==> src/hw/rtl/lea_pkg.sv <==
// package: shared constants, codes, types and the reciprocal rom of the limiter envelope
`timescale 1ns / 1ps
`default_nettype none

package lea_pkg;

  localparam int unsigned ArcEntries = 64;
  localparam int unsigned ArcW       = $clog2(ArcEntries);
  localparam int unsigned AttnW      = 31;
  localparam int unsigned TblW       = 32;
  localparam int unsigned OpW        = 2;
  localparam int unsigned CfgIdxW    = 2;
  localparam int unsigned RomW       = 16;

  localparam logic [AttnW-1:0] FULL31   = 31'h7fffffff;
  localparam logic [TblW-1:0]  COEF_MAX = 32'h7fffffff;
  localparam logic [TblW-1:0]  COEF_MIN = 32'h80000000;
  localparam logic [ArcW-1:0]  ARC_MAX  = 6'h3f;

  // op codes of an input request
  localparam logic [OpW-1:0] OP_SAMPLE    = 2'd0;
  localparam logic [OpW-1:0] OP_WR_HOLD   = 2'd1;
  localparam logic [OpW-1:0] OP_WR_REL    = 2'd2;

  // configuration register indexes
  localparam logic [CfgIdxW-1:0] CFG_RMS_ATTACK  = 2'd0;
  localparam logic [CfgIdxW-1:0] CFG_RMS_RELEASE = 2'd1;

  typedef struct packed {
    logic             we_hold;
    logic             we_rel;
    logic [ArcW-1:0]  addr;
    logic [TblW-1:0]  data;
  } tbl_wr_t;

  function automatic logic [RomW-1:0] recip_rom(input logic [ArcW-1:0] sel);
    logic [RomW-1:0] v;
    case (sel)
      6'd0, 6'd1, 6'd2, 6'd3, 6'd4,
      6'd5, 6'd6, 6'd7, 6'd8, 6'd9: v = 16'h6000;
      6'd10: v = 16'h5d17;  6'd11: v = 16'h5555;  6'd12: v = 16'h4ec4;
      6'd13: v = 16'h4924;  6'd14: v = 16'h4444;  6'd15: v = 16'h4000;
      6'd16: v = 16'h3c3c;  6'd17: v = 16'h38e3;  6'd18: v = 16'h35e5;
      6'd19: v = 16'h3333;  6'd20: v = 16'h30c3;  6'd21: v = 16'h2e8b;
      6'd22: v = 16'h2c85;  6'd23: v = 16'h2aaa;  6'd24: v = 16'h28f5;
      6'd25: v = 16'h2762;  6'd26: v = 16'h25ed;  6'd27: v = 16'h2492;
      6'd28: v = 16'h234f;  6'd29: v = 16'h2222;  6'd30: v = 16'h2108;
      6'd31: v = 16'h2000;  6'd32: v = 16'h1f07;  6'd33: v = 16'h1e1e;
      6'd34: v = 16'h1d41;  6'd35: v = 16'h1c71;  6'd36: v = 16'h1bac;
      6'd37: v = 16'h1af2;  6'd38: v = 16'h1a41;  6'd39: v = 16'h1999;
      6'd40: v = 16'h18f9;  6'd41: v = 16'h1861;  6'd42: v = 16'h17d0;
      6'd43: v = 16'h1745;  6'd44: v = 16'h16c1;  6'd45: v = 16'h1642;
      6'd46: v = 16'h15c9;  6'd47: v = 16'h1555;  6'd48: v = 16'h14e5;
      6'd49: v = 16'h147a;  6'd50: v = 16'h1414;  6'd51: v = 16'h13b1;
      6'd52: v = 16'h1352;  6'd53: v = 16'h12f6;  6'd54: v = 16'h129e;
      6'd55: v = 16'h1249;  6'd56: v = 16'h11f7;  6'd57: v = 16'h11a7;
      6'd58: v = 16'h115b;  6'd59: v = 16'h1111;  6'd60: v = 16'h10c9;
      6'd61: v = 16'h1084;  6'd62: v = 16'h1041;  6'd63: v = 16'h1000;
      default: v = 16'h1000;
    endcase
    return v;
  endfunction

endpackage

`default_nettype wire

==> src/hw/rtl/lea_tables.sv <==
// hold and release tables: one write port, registered read at one address
`timescale 1ns / 1ps
`default_nettype none

module lea_tables (
  input  wire                              clk_i,
  input  wire lea_pkg::tbl_wr_t            wr_i,
  input  wire                              rd_en_i,
  input  wire logic [lea_pkg::ArcW-1:0]    rd_addr_i,
  output logic [lea_pkg::TblW-1:0]         hold_o,
  output logic [lea_pkg::TblW-1:0]         rel_o
);
  import lea_pkg::*;

  logic [TblW-1:0] hold_mem [ArcEntries];
  logic [TblW-1:0] rel_mem  [ArcEntries];
  logic [TblW-1:0] hold_q;
  logic [TblW-1:0] rel_q;

  always_ff @(posedge clk_i) begin
    if (wr_i.we_hold) begin
      hold_mem[wr_i.addr] <= wr_i.data;
    end
    if (wr_i.we_rel) begin
      rel_mem[wr_i.addr] <= wr_i.data;
    end
  end

  always_ff @(posedge clk_i) begin
    if (rd_en_i) begin
      hold_q <= hold_mem[rd_addr_i];
      rel_q  <= rel_mem[rd_addr_i];
    end
  end

  assign hold_o = hold_q;
  assign rel_o  = rel_q;

endmodule

`default_nettype wire

==> config.mk <==
export PLATFORM = sky130hd
export DESIGN_NAME = lea_tables
export DESIGN_NICKNAME = d
export VERILOG_FILES = /design/src/hw/rtl/lea_pkg.sv /design/src/hw/rtl/lea_tables.sv
export SDC_FILE = /design/constraint.sdc
export NUM_CORES = 2
export LEC_CHECK = 0
export BUFFER_PORTS_ARGS = -buffer_cell sky130_fd_sc_hd__buf_2
export CORE_UTILIZATION = 45
export DETAILED_ROUTE_END_ITERATION = 10
export MAX_ROUTING_LAYER = met4
export PLACE_DENSITY = 0.7
export SLEW_MARGIN = 30
export SYNTH_ARGS = -nofsm -noshare
export SYNTH_HDL_FRONTEND = slang
export SYNTH_SLANG_ARGS = --single-unit
==> constraint.sdc <==
create_clock -name clk_i -period 4.9 [get_ports clk_i]
set_input_delay 0.245 -clock clk_i [delete_from_list [all_inputs] [get_ports clk_i]]
set_output_delay 0.245 -clock clk_i [all_outputs]
set_load 0.03 [all_outputs]
### Yosys cells after proc, flatten, opt, wreduce, memory -nomap -nowiden

Memory sizes are Yosys's and may differ from the RTL's. A register that Yosys moved wholly into a read port is not among the register bits.
Index checks and enable logic that the tools add are counted.

* bits in registers: 0
* bits in writable memories: 4096
* input bits: 48
* logic and storage cells: 6
* memories kept: 2

* multiplexer cells: 4

Memories
* hold_mem: depth 64, width 32, rd ports 1, clocked after Yosys merged registers in 1, write ports 1, RTL line lea_tables.sv:15 `logic [TblW-1:0] hold_mem [ArcEntries];`
* rel_mem: depth 64, width 32, rd ports 1, clocked after Yosys merged registers in 1, write ports 1, RTL line lea_tables.sv:16 `logic [TblW-1:0] rel_mem [ArcEntries];`

Operators with widths (number)
* 1-bit two-way mux: 4

### Longest topological paths before layout

* word-level depth: 2
* mapped depth: 9
* mapped depth without buffers: 4

### Worst setup path after synthesis

No wires, ideal clock.

* path type: in2reg
* start point: in wr_i[33] (netlist name)
* end point: mem rel_mem[42][0] (enable)
* data arrival time: 2690 ps
* required time: 4479 ps
* setup slack: 1789 ps
* stages on the path: 6
* buffers on the path: 2
* path through: clkbuf_1 > or3b_2 > clkbuf_1 > inv_1 > nand2_1 > nor2_1

RTL lines
* from (decl): RTL line lea_tables.sv:7 `input wire lea_pkg::tbl_wr_t wr_i,`
* to (decl): RTL line lea_tables.sv:16

Straight into the memory's write port.

==> results.yml <==
critical_path:
  rr_endpoint: "rel_o[15]$_DFFE_PP_"
  critPathKind: "in -> reg"
  path_max_fanout: 42
  endpoint: "hold_o[29]$_DFFE_PP_"
  cp-start-kind: "input pin"
  r2r_slack_ns: 2.49
  ff2ff_path_depth: 4
  critical_path_required_ns: 5.54
  rr_startpoint: "rel_mem[3][15]$_DFFE_PP_"
  cp-startpoint: "rd_addr_i[0]"
  cp.arrival_ns: 3.23
  critPathCaptureType: "flop"
timing:
  max_slew_margin: 0.292
  hold_violations: 0
  worst_pin_slew_ns: 1.06
  final.period_utilization: 0.527
  finalSetupViolCount: 0
  slew_viol_final: 0
  fmax_mhz: 387
  tns_ns: 0
  fin_skew_ns: 0.0471
  period_needed_ns: 2.58
  grt_setup_unrepaired: "false"
route:
  firstDrtPassIters: 6
  drc: 0
  viasPerCell: 6.38
  detail_route.iter0.violations: 12400
  route.final.wire_length_um: 422000
  wl_per_cell_um: 35.2
  vias: 76400
  ant_nets: 0
die:
  die-area_mm2: 0.351
  coreArea_mm2: 0.346
  die_w_um: 592
  die_h_um: 592
  std_cell_rows: 216
  initial_core_util: 0.453
  ios: 112
final_layout:
  nets: 7118
  layout_common_cells: "4,160 x edfxtp_1, 1,022 x mux4_2, 399 x clkbuf_16, 267 x buf_4, 256 x a22oi_1"
  area_delta_synth_final_pct: 13.9
  layout_commonest_cell: "edfxtp_1"
  layout-drive-gt1-share: 0.291
  fin_cells: 12000
placement:
  place_congestion: 0.848
  placedCellCount: 11200
  io_buffers: 111
  dpl.hpwl_um: 251000
flow_run:
  max_cap_viol_count: 0
synth:
  syn_nets: 6661
  ys_seq_area_frac: 0.797
  ys.flop_type: "edfxtp_1"
  synth_cells: 6613
  synth.distinct_cells: 31
  netlist_area_mm2: 0.157
  syn_avg_cell_area_um2: 23.7
  yosysWarnings: 0
  ys_seq_elements: 4160
  async_flop_share: 0
  synth_edf_count: 4160
global_route:
  grt-ovfl-total: 0
  antenna_found_initial: 41
  grt_usage: 0.246
  grt_pass1_vias: 75100
  grt_pass1_wl_um: 586000
  grt_max_degree: 129
pwr:
  power_density_mw_per_mm2: 410
  leakagePower_uw: 0.0549
  total_power_uw: 73300
  peakVddDrop_mv: 0.310
min_path:
  hold_path_class: "in -> reg"
clocking:
  post_cts_resized: 0
  insertion_delay_ns: 0.93
  clk_pin_slew_ns: 0.07
  tritoncts: "yes"
  cts_root_buffer: "clkbuf_16"
  numCtsBuffers: 390
  clockBufferDepth: 4
  htree_levels: 5
  clkSinkCount: 4160
status:
  status: "completed"
synth_stat cells, types with 7 or more instances:
cell type,number,area [um^2]
o22ai_1,93,582
o211a_1,64,641
edfxtp_1,4160,125000
o221ai_1,96,841
nand3_1,100,500
buf_2,142,711
nand2_1,19,71.3
inv_1,13,48.8
clkbuf_1,178,668
a211oi_1,31,233
nand2b_1,7,43.8
nand3b_1,40,300
mux2i_1,69,691
or3b_2,8,70.1
buf_4,21,158
buf_1,40,150
a21oi_1,33,165
a22oi_1,256,1920
mux4_2,1022,23000
nor2_1,196,736
kinds of logic after synthesis:
logic type,count (synthesis),synth area share
AOI/OAI and AO/OA,576,0.0282
and+or+nand+nor,386,0.0116
muxes,1092,0.151
buffers and inverters,399,0.0114
DFF,4160,0.797
worst max-delay path, stage by stage:
cell,delay [ns]
buf_12,0.30
buf_12,0.34
buf_4,0.35
mux4_2,0.53
a22oi_1,0.42
nand3_1,0.55
o211a_1,0.31
worst min-delay path by stage:
stage | from | endpoint | slack (ns) | cells past startpoint
after floorplan | wr_i[0] | hold_mem[0][0]$_DFFE_PP_ | 0.34 | 0
after global placement | wr_i[15] | rel_mem[34][15]$_DFFE_PP_ | 0.61 | 1
after detailed placement | wr_i[15] | rel_mem[33][15]$_DFFE_PP_ | 0.62 | 1
after CTS | wr_i[17] | hold_mem[9][17]$_DFFE_PP_ | 0.0003 | 2
after global routing | wr_i[0] | rel_mem[60][0]$_DFFE_PP_ | 0.04 | 1
final | wr_i[30] | hold_mem[53][30]$_DFFE_PP_ | 0.07 | 1
registers in the layout, summed over array words and instances, names as in the netlist:
name      count
rel_mem    2048
hold_mem   2048
rel_o        32
hold_o       32
power breakdown:
group | internal [uW] | switching (uW)
logic | 1270 | 2630
registers | 39500 | 166
clock network | 16800 | 13000
total | 57500 | 15700
repair_timing:
action / in CTS / in global routing
endpoints found under the hold margin: 676 / 367
hold buffers: 25 / 6
setup buffers: 0 / 0
routing by layer:
layer | wire (um) | share of wire | GRT usage
met1 | 152000 | 0.36 | 0.327
met2 | 203000 | 0.48 | 0.382
met3 | 49000 | 0.12 | 0.0483
met4 | 17500 | 0.041 | 0.0891
met5 | 0 | 0 | -
per-stage QoR:
step | worst slack [ns] | area, um^2 | utilization | hold WS (ns)
4_1_cts | 2.35 | 178000 | 0.515 | 0.000330
5_1_grt | 2.21 | 178000 | 0.516 | 0.0435
3_5_place_dp | 1.40 | 166000 | 0.478 | 0.621
2_1_floorplan | 1.79 | 157000 | - | 0.344
6_report | 2.32 | 178000 | 0.516 | 0.0657
3_3_place_gp | 1.18 | 165000 | 0.476 | 0.606
area by class of cell:
cell class / instances / area [um^2]
fillers: 25700 / 168000
flip-flops and latches: 4160 / 125000
multi-input cells: 2054 / 31100
clock buffers: 472 / 10300
well taps: 4578 / 5730
repair buffers: 451 / 4370
clock inverters: 224 / 2060
diodes: 23 / 57.6
inverters: 13 / 48.8
(Power assumes the default switching activity.)
