$ cat src/hw/rtl/lea_pkg.sv
// package: shared constants, codes, types and the reciprocal rom of the limiter envelope
`timescale 1ns / 1ps
`default_nettype none

package lea_pkg;

  localparam int unsigned ArcEntries = 64;
  localparam int unsigned ArcW       = $clog2(ArcEntries);
  localparam int unsigned AttnW      = 31;
  localparam int unsigned TblW       = 32;
  localparam int unsigned OpW        = 2;
  localparam int unsigned CfgIdxW    = 2;
  localparam int unsigned RomW       = 16;

  localparam logic [AttnW-1:0] FULL31   = 31'h7fffffff;
  localparam logic [TblW-1:0]  COEF_MAX = 32'h7fffffff;
  localparam logic [TblW-1:0]  COEF_MIN = 32'h80000000;
  localparam logic [ArcW-1:0]  ARC_MAX  = 6'h3f;

  // op codes of an input request
  localparam logic [OpW-1:0] OP_SAMPLE    = 2'd0;
  localparam logic [OpW-1:0] OP_WR_HOLD   = 2'd1;
  localparam logic [OpW-1:0] OP_WR_REL    = 2'd2;

  // configuration register indexes
  localparam logic [CfgIdxW-1:0] CFG_RMS_ATTACK  = 2'd0;
  localparam logic [CfgIdxW-1:0] CFG_RMS_RELEASE = 2'd1;

  typedef struct packed {
    logic             we_hold;
    logic             we_rel;
    logic [ArcW-1:0]  addr;
    logic [TblW-1:0]  data;
  } tbl_wr_t;

  function automatic logic [RomW-1:0] recip_rom(input logic [ArcW-1:0] sel);
    logic [RomW-1:0] v;
    case (sel)
      6'd0, 6'd1, 6'd2, 6'd3, 6'd4,
      6'd5, 6'd6, 6'd7, 6'd8, 6'd9: v = 16'h6000;
      6'd10: v = 16'h5d17;  6'd11: v = 16'h5555;  6'd12: v = 16'h4ec4;
      6'd13: v = 16'h4924;  6'd14: v = 16'h4444;  6'd15: v = 16'h4000;
      6'd16: v = 16'h3c3c;  6'd17: v = 16'h38e3;  6'd18: v = 16'h35e5;
      6'd19: v = 16'h3333;  6'd20: v = 16'h30c3;  6'd21: v = 16'h2e8b;
      6'd22: v = 16'h2c85;  6'd23: v = 16'h2aaa;  6'd24: v = 16'h28f5;
      6'd25: v = 16'h2762;  6'd26: v = 16'h25ed;  6'd27: v = 16'h2492;
      6'd28: v = 16'h234f;  6'd29: v = 16'h2222;  6'd30: v = 16'h2108;
      6'd31: v = 16'h2000;  6'd32: v = 16'h1f07;  6'd33: v = 16'h1e1e;
      6'd34: v = 16'h1d41;  6'd35: v = 16'h1c71;  6'd36: v = 16'h1bac;
      6'd37: v = 16'h1af2;  6'd38: v = 16'h1a41;  6'd39: v = 16'h1999;
      6'd40: v = 16'h18f9;  6'd41: v = 16'h1861;  6'd42: v = 16'h17d0;
      6'd43: v = 16'h1745;  6'd44: v = 16'h16c1;  6'd45: v = 16'h1642;
      6'd46: v = 16'h15c9;  6'd47: v = 16'h1555;  6'd48: v = 16'h14e5;
      6'd49: v = 16'h147a;  6'd50: v = 16'h1414;  6'd51: v = 16'h13b1;
      6'd52: v = 16'h1352;  6'd53: v = 16'h12f6;  6'd54: v = 16'h129e;
      6'd55: v = 16'h1249;  6'd56: v = 16'h11f7;  6'd57: v = 16'h11a7;
      6'd58: v = 16'h115b;  6'd59: v = 16'h1111;  6'd60: v = 16'h10c9;
      6'd61: v = 16'h1084;  6'd62: v = 16'h1041;  6'd63: v = 16'h1000;
      default: v = 16'h1000;
    endcase
    return v;
  endfunction

endpackage

`default_nettype wire

$ cat src/hw/rtl/lea_mul.sv
// shared signed 32x32 multiplier with registered product
`timescale 1ns / 1ps
`default_nettype none

module lea_mul (
  input  wire                                   clk_i,
  input  wire                                   en_i,
  input  wire logic signed [lea_pkg::TblW-1:0]  a_i,
  input  wire logic signed [lea_pkg::TblW-1:0]  b_i,
  output logic signed [2*lea_pkg::TblW-1:0]     p_o
);
  import lea_pkg::*;

  logic signed [2*TblW-1:0] p_q;

  always_ff @(posedge clk_i) begin
    if (en_i) begin
      p_q <= (2*TblW)'(a_i) * (2*TblW)'(b_i);
    end
  end

  assign p_o = p_q;

endmodule

`default_nettype wire

$ cat config.mk
export PLATFORM = sky130hd
export DESIGN_NAME = lea_mul
export DESIGN_NICKNAME = d
export VERILOG_FILES = /design/src/hw/rtl/lea_pkg.sv /design/src/hw/rtl/lea_mul.sv
export SDC_FILE = /design/constraint.sdc
export NUM_CORES = 2
export LEC_CHECK = 0
export ABC_AREA = 1
export BUFFER_PORTS_ARGS = -buffer_cell sky130_fd_sc_hd__buf_2
export CAP_MARGIN = 20
export CORE_ASPECT_RATIO = 1.4
export CORE_MARGIN = 4
export CORE_UTILIZATION = 58
export DETAILED_ROUTE_END_ITERATION = 10
export HOLD_SLACK_MARGIN = 0.15
export PLACE_DENSITY = 0.89
export SETUP_SLACK_MARGIN = 0.02
export SYNTH_ARGS = -nofsm -noshare
export SYNTH_HDL_FRONTEND = slang
export SYNTH_SLANG_ARGS = --single-unit
$ cat constraint.sdc
create_clock -name clk_i -period 9.3 [get_ports clk_i]
set_clock_uncertainty 0.2 [all_clocks]
set_input_delay 1.86 -clock clk_i [delete_from_list [all_inputs] [get_ports clk_i]]
set_output_delay 1.86 -clock clk_i [all_outputs]
set_load 0.03 [all_outputs]
After elaboration in Yosys (flattened, before gate mapping)
Cells that the tools add are included.

Logic and storage cells: 2. Register bits: 64. Output and inout port bits: 64.

Multipliers: 1.

Operators with widths (number): $mul 32x32->64 (1).

Depth between registers and ports, before layout
Depth in word-level cells: 1. Gate-level depth with buffers: 31.

Worst setup path before layout
No wires, ideal clock.

Kind: input to register. Start point: in a_i[31] (netlist name). End point: reg p_q[59] (netlist: p_o[59]), data pin. Setup slack: 455 ps. Path buffers: 1. Cell stages on the path: 27. Data required time: 8847 ps. Library setup time: 253 ps. Arrival time: 8392 ps. Cells stage by stage: clkbuf_1 nand2_1 inv_1 fa_1 inv_1 fa_1 inv_1 fa_1 fa_1 inv_1 fa_1 inv_1 fa_1 inv_1 fa_1 fa_1 inv_1 ha_1 nand2_2 nor2_1 inv_1 nor2_1 nand2_1 nor3_1 nand2_1 nand4_1 nand2_1.

Longest elaborated chain between the ends: 1.

Ends and longest elaborated chain: from (decl) (RTL line lea_mul.sv:8) `input wire logic signed [lea_pkg::TblW-1:0] a_i,`; $mul 32x32->64 (RTL line lea_mul.sv:18) `p_q <= (2*TblW)'(a_i) * (2*TblW)'(b_i);`; to (signal assigned) (RTL line lea_mul.sv:18); to (decl) (RTL line lea_mul.sv:14) `logic signed [2*TblW-1:0] p_q;`.

No other way between the ends. A chain may end at the register's enable or synchronous reset.

Worst setup path after layout
Start point: in b_i[8] (netlist name). End point: reg p_q[54] (netlist: p_o[54]), data pin.

Longest elaborated chain between the ends: 1.

Ends and longest elaborated chain: from (decl) (RTL line lea_mul.sv:9) `input wire logic signed [lea_pkg::TblW-1:0] b_i,`; $mul 32x32->64 (RTL line lea_mul.sv:18).

No other way between the ends.

==> impl_metrics.py <==
metrics = {
    "synth": {
        "synth_top_cell_by_area": "sky130_fd_sc_hd__fa_1",
        "synth_fa_ha_area_share_pct": 58.7,
        "synthesis.yosys.warnings": 0,
        "synth.avg_cell_area_um2": 7.97,
        "synth.ff_latch_count": 64,
        "syn-instance-count": 5124,
        "synth_fp_nets": 6456,
        "syn_area_um2": 40800,
        "synth-xor-area-share_pct": 0.729,
        "netlist_top_cells_area": "sky130_fd_sc_hd__fa_1 (53%), sky130_fd_sc_hd__inv_1 (16%), sky130_fd_sc_hd__nand2_1 (14%)",
        "synthMostInstantiatedCell": "sky130_fd_sc_hd__inv_1",
        "synth_cell_types": 27,
        "largest_family_of_logic_cells_by_synthesized_area": "adder cells",
        "synth.cells.most_frequent": "sky130_fd_sc_hd__inv_1 (1,692), sky130_fd_sc_hd__nand2_1 (1,504), sky130_fd_sc_hd__fa_1 (1,082)",
        "ys_dominant_reg_cell": "sky130_fd_sc_hd__edfxtp_1",
        "synthMuxAreaShare_pct": 0,
        "ys_seq_area_share_pct": 4.71,
        "synth_async_sr_flop_share_pct": 0,
        "synth_top_area_share_pct": 53.0,
        "synth_enable_flop_cells": 64,
        "synth_compound_gate_area_share_pct": 1.24,
        "synth-simple-area-share_pct": 17.3,
    },
    "drt": {
        "total_wirelength_um": 118000,
        "drt_pre_antenna_iters": 6,
        "routed_via_density": 5.46,
        "drt_drc_violations_left": 0,
        "drt-initial-drc-count": 3049,
        "average_wire_per_cell_in_the_routed_design_um": 19.3,
        "detail-route-antenna-nets": 0,
        "vias": 33400,
    },
    "grt": {
        "pin_count_of_the_biggest_net_entering_global_routing": 65,
        "grt_first_pass_wirelength_um": 191000,
        "grt.total_usage_pct": 32.8,
        "antenna_found_initial": 15,
        "grt_pass1_vias": 37700,
        "globalRouteOverflowTotal": 0,
    },
    "sta": {
        "worst_slew_pin_slew_ns": 0.844,
        "fin_setup_tns_ns": 0,
        "finalWorstPathRequiredPeriod_ns": 9.02,
        "timing.final.setup_violations": 0,
        "final.period_utilization_pct": 96.9,
        "timing_hold_violations_final": 0,
        "fmaxAchievable_ghz": 0.111,
        "maxSlewViolCount": 0,
        "relSlewSlack_pct": 43.7,
    },
    "clock_network": {
        "clk_pin_slew_worst_paths_ns": 0.06,
        "cts_max_path_buffers": 2,
        "clkSinkCount": 64,
        "clock_root_buffer": "sky130_fd_sc_hd__clkbuf_16",
        "htree_num_levels": 3,
        "cts_buffers": 9,
        "tritoncts_clock_tree": "yes",
    },
    "placed_design": {
        "portBuffers": 129,
        "post-dp-hpwl_um": 102000,
        "place_congestion": 1.08,
    },
    "worst_setup_path": {
        "worst_ep_arrival_time_ns": 8.89,
        "critical_path.most_common_cell": "sky130_fd_sc_hd__fa_1",
        "cp_slowest_stage_delay_ns": 0.74,
        "critical-path-slowest-cell": "sky130_fd_sc_hd__fa_1",
        "cell_type_group_with_the_largest_total_delay_on_the_critical_path": "adder cells",
        "endpoint": "p_o[54]$_DFFE_PP_",
        "type_of_origin_of_the_critical_path": "primary input",
        "worstSetupPathDepth": 25,
        "crit_required_ns": 9.17,
        "crit_path_capture_type": "flop",
        "critPathKind": "primary input to flop",
        "critPathBufInv": 7,
        "crit_path_max_fo": 17,
        "cp-startpoint": "b_i[8]",
    },
    "finish": {
        "layout-area-overhead-vs-synth_pct": 5.48,
        "layout.nets": 6506,
        "largest_reg_flops": 64,
        "drive_above_1_share_pct": 6.37,
        "fill_cells": 5399,
    },
    "floorplan": {
        "floorplan.rows": 114,
        "fp.dieArea_um2": 74800,
        "initial_core_util_pct": 58.8,
        "core_region_area_um2": 69500,
        "die_x_um": 232,
        "die_height_um": 322,
        "io_pins": 130,
    },
    "run_status": {
        "status": "complete, no violations",
    },
    "run": {
        "cap_violations": 0,
    },
    "hold_path": {
        "worst_hold_path_type": "primary input to flop",
    },
}
==> layer usage <==
layer,vias to the layer above,wire [µm],global-route usage (%),share of wire (%)
li1,14100,-,-,-
met1,16300,35800,35.1,30
met2,2142,59300,56.7,50
met3,816,10300,5.34,8.7
met4,6,12900,27.0,11
met5,-,38,0,0.032
==> how the worst min path moves through the flow <==
stage                                 start          endpoint  slack [ns]  cells past startpoint
after floorplan                        en_i  p_o[0]$_DFFE_PP_        1.77                      0
after global placement    p_o[15]$_DFFE_PP_           p_o[15]        2.14                      1
after detailed placement  p_o[45]$_DFFE_PP_           p_o[45]        2.14                      1
after CTS                            b_i[0]  p_o[0]$_DFFE_PP_        2.03                      4
after global routing                 b_i[0]  p_o[0]$_DFFE_PP_        2.05                      4
final                                b_i[0]  p_o[0]$_DFFE_PP_        2.05                      4
==> metrics by stage <==
stage	worst slack [ns]	hold WS [ns]	instance area (µm²)	instances	util [%]
2_1_floorplan	0.455	1.77	40800	5124	-
3_3_place_gp	0.0204	2.14	42700	6088	61.5
3_5_place_dp	-0.0372	2.14	42700	6088	61.5
4_1_cts	0.318	2.03	43000	6104	61.9
5_1_grt	-0.0191	2.05	43100	6117	62.0
6_report	0.285	2.05	43100	6120	62.0
==> cell usage in the layout, fill, tap and decap left out, drive strengths merged <==
cell type,synthesis,routed
nand4,13,13
a21oi,63,63
o21ai,21,21
inv,1700,1700
clkbuf,192,9
nand3b,6,6
nor3,16,16
clkinv,0,4
clkinvlp,0,3
o21bai,8,8
nor2,127,127
a21o,2,2
xor2,31,31
ha,184,184
nand3,79,79
xnor2,3,3
diode,0,13
edfxtp,64,64
nand2,1525,1525
or2,7,7
buf,0,231
o21a,1,1
fa,1082,1082
==> area by class of cell <==
class / instances / area [µm²] / area share (%)
Multi-Input combinational cell: 3168 / 31800 / 73.9
Inverter: 1700 / 6380 / 14.8
Sequential cell: 64 / 1920 / 4.46
Timing Repair Buffer: 231 / 1490 / 3.45
Tap cell: 928 / 1160 / 2.70
Clock buffer: 9 / 225 / 0.523
Clock inverter: 7 / 46.3 / 0.107
Antenna cell: 13 / 32.5 / 0.0755
==> timing repair <==
action,4_1_cts,5_1_grt
hold buffers,0,0
gates resized for setup,0,2
setup buffers,0,3
endpoints found under the setup margin,0,5
==> kinds of logic (layout without fill, tap and decap cells) <==
family                   after synthesis  in the layout
AO/OA/AOI/OAI                         95             95
XOR/XNOR                              34             34
adder cells (fa/ha/maj)             1266           1266
buffers and inverters               1892           1947
flip-flops                            64             64
other                                  0             13
AND/OR/NAND/NOR                     1773           1773
Power is not shown: default switching activity piles up to over one toggle a cycle in this logic, so the estimate is an artifact.
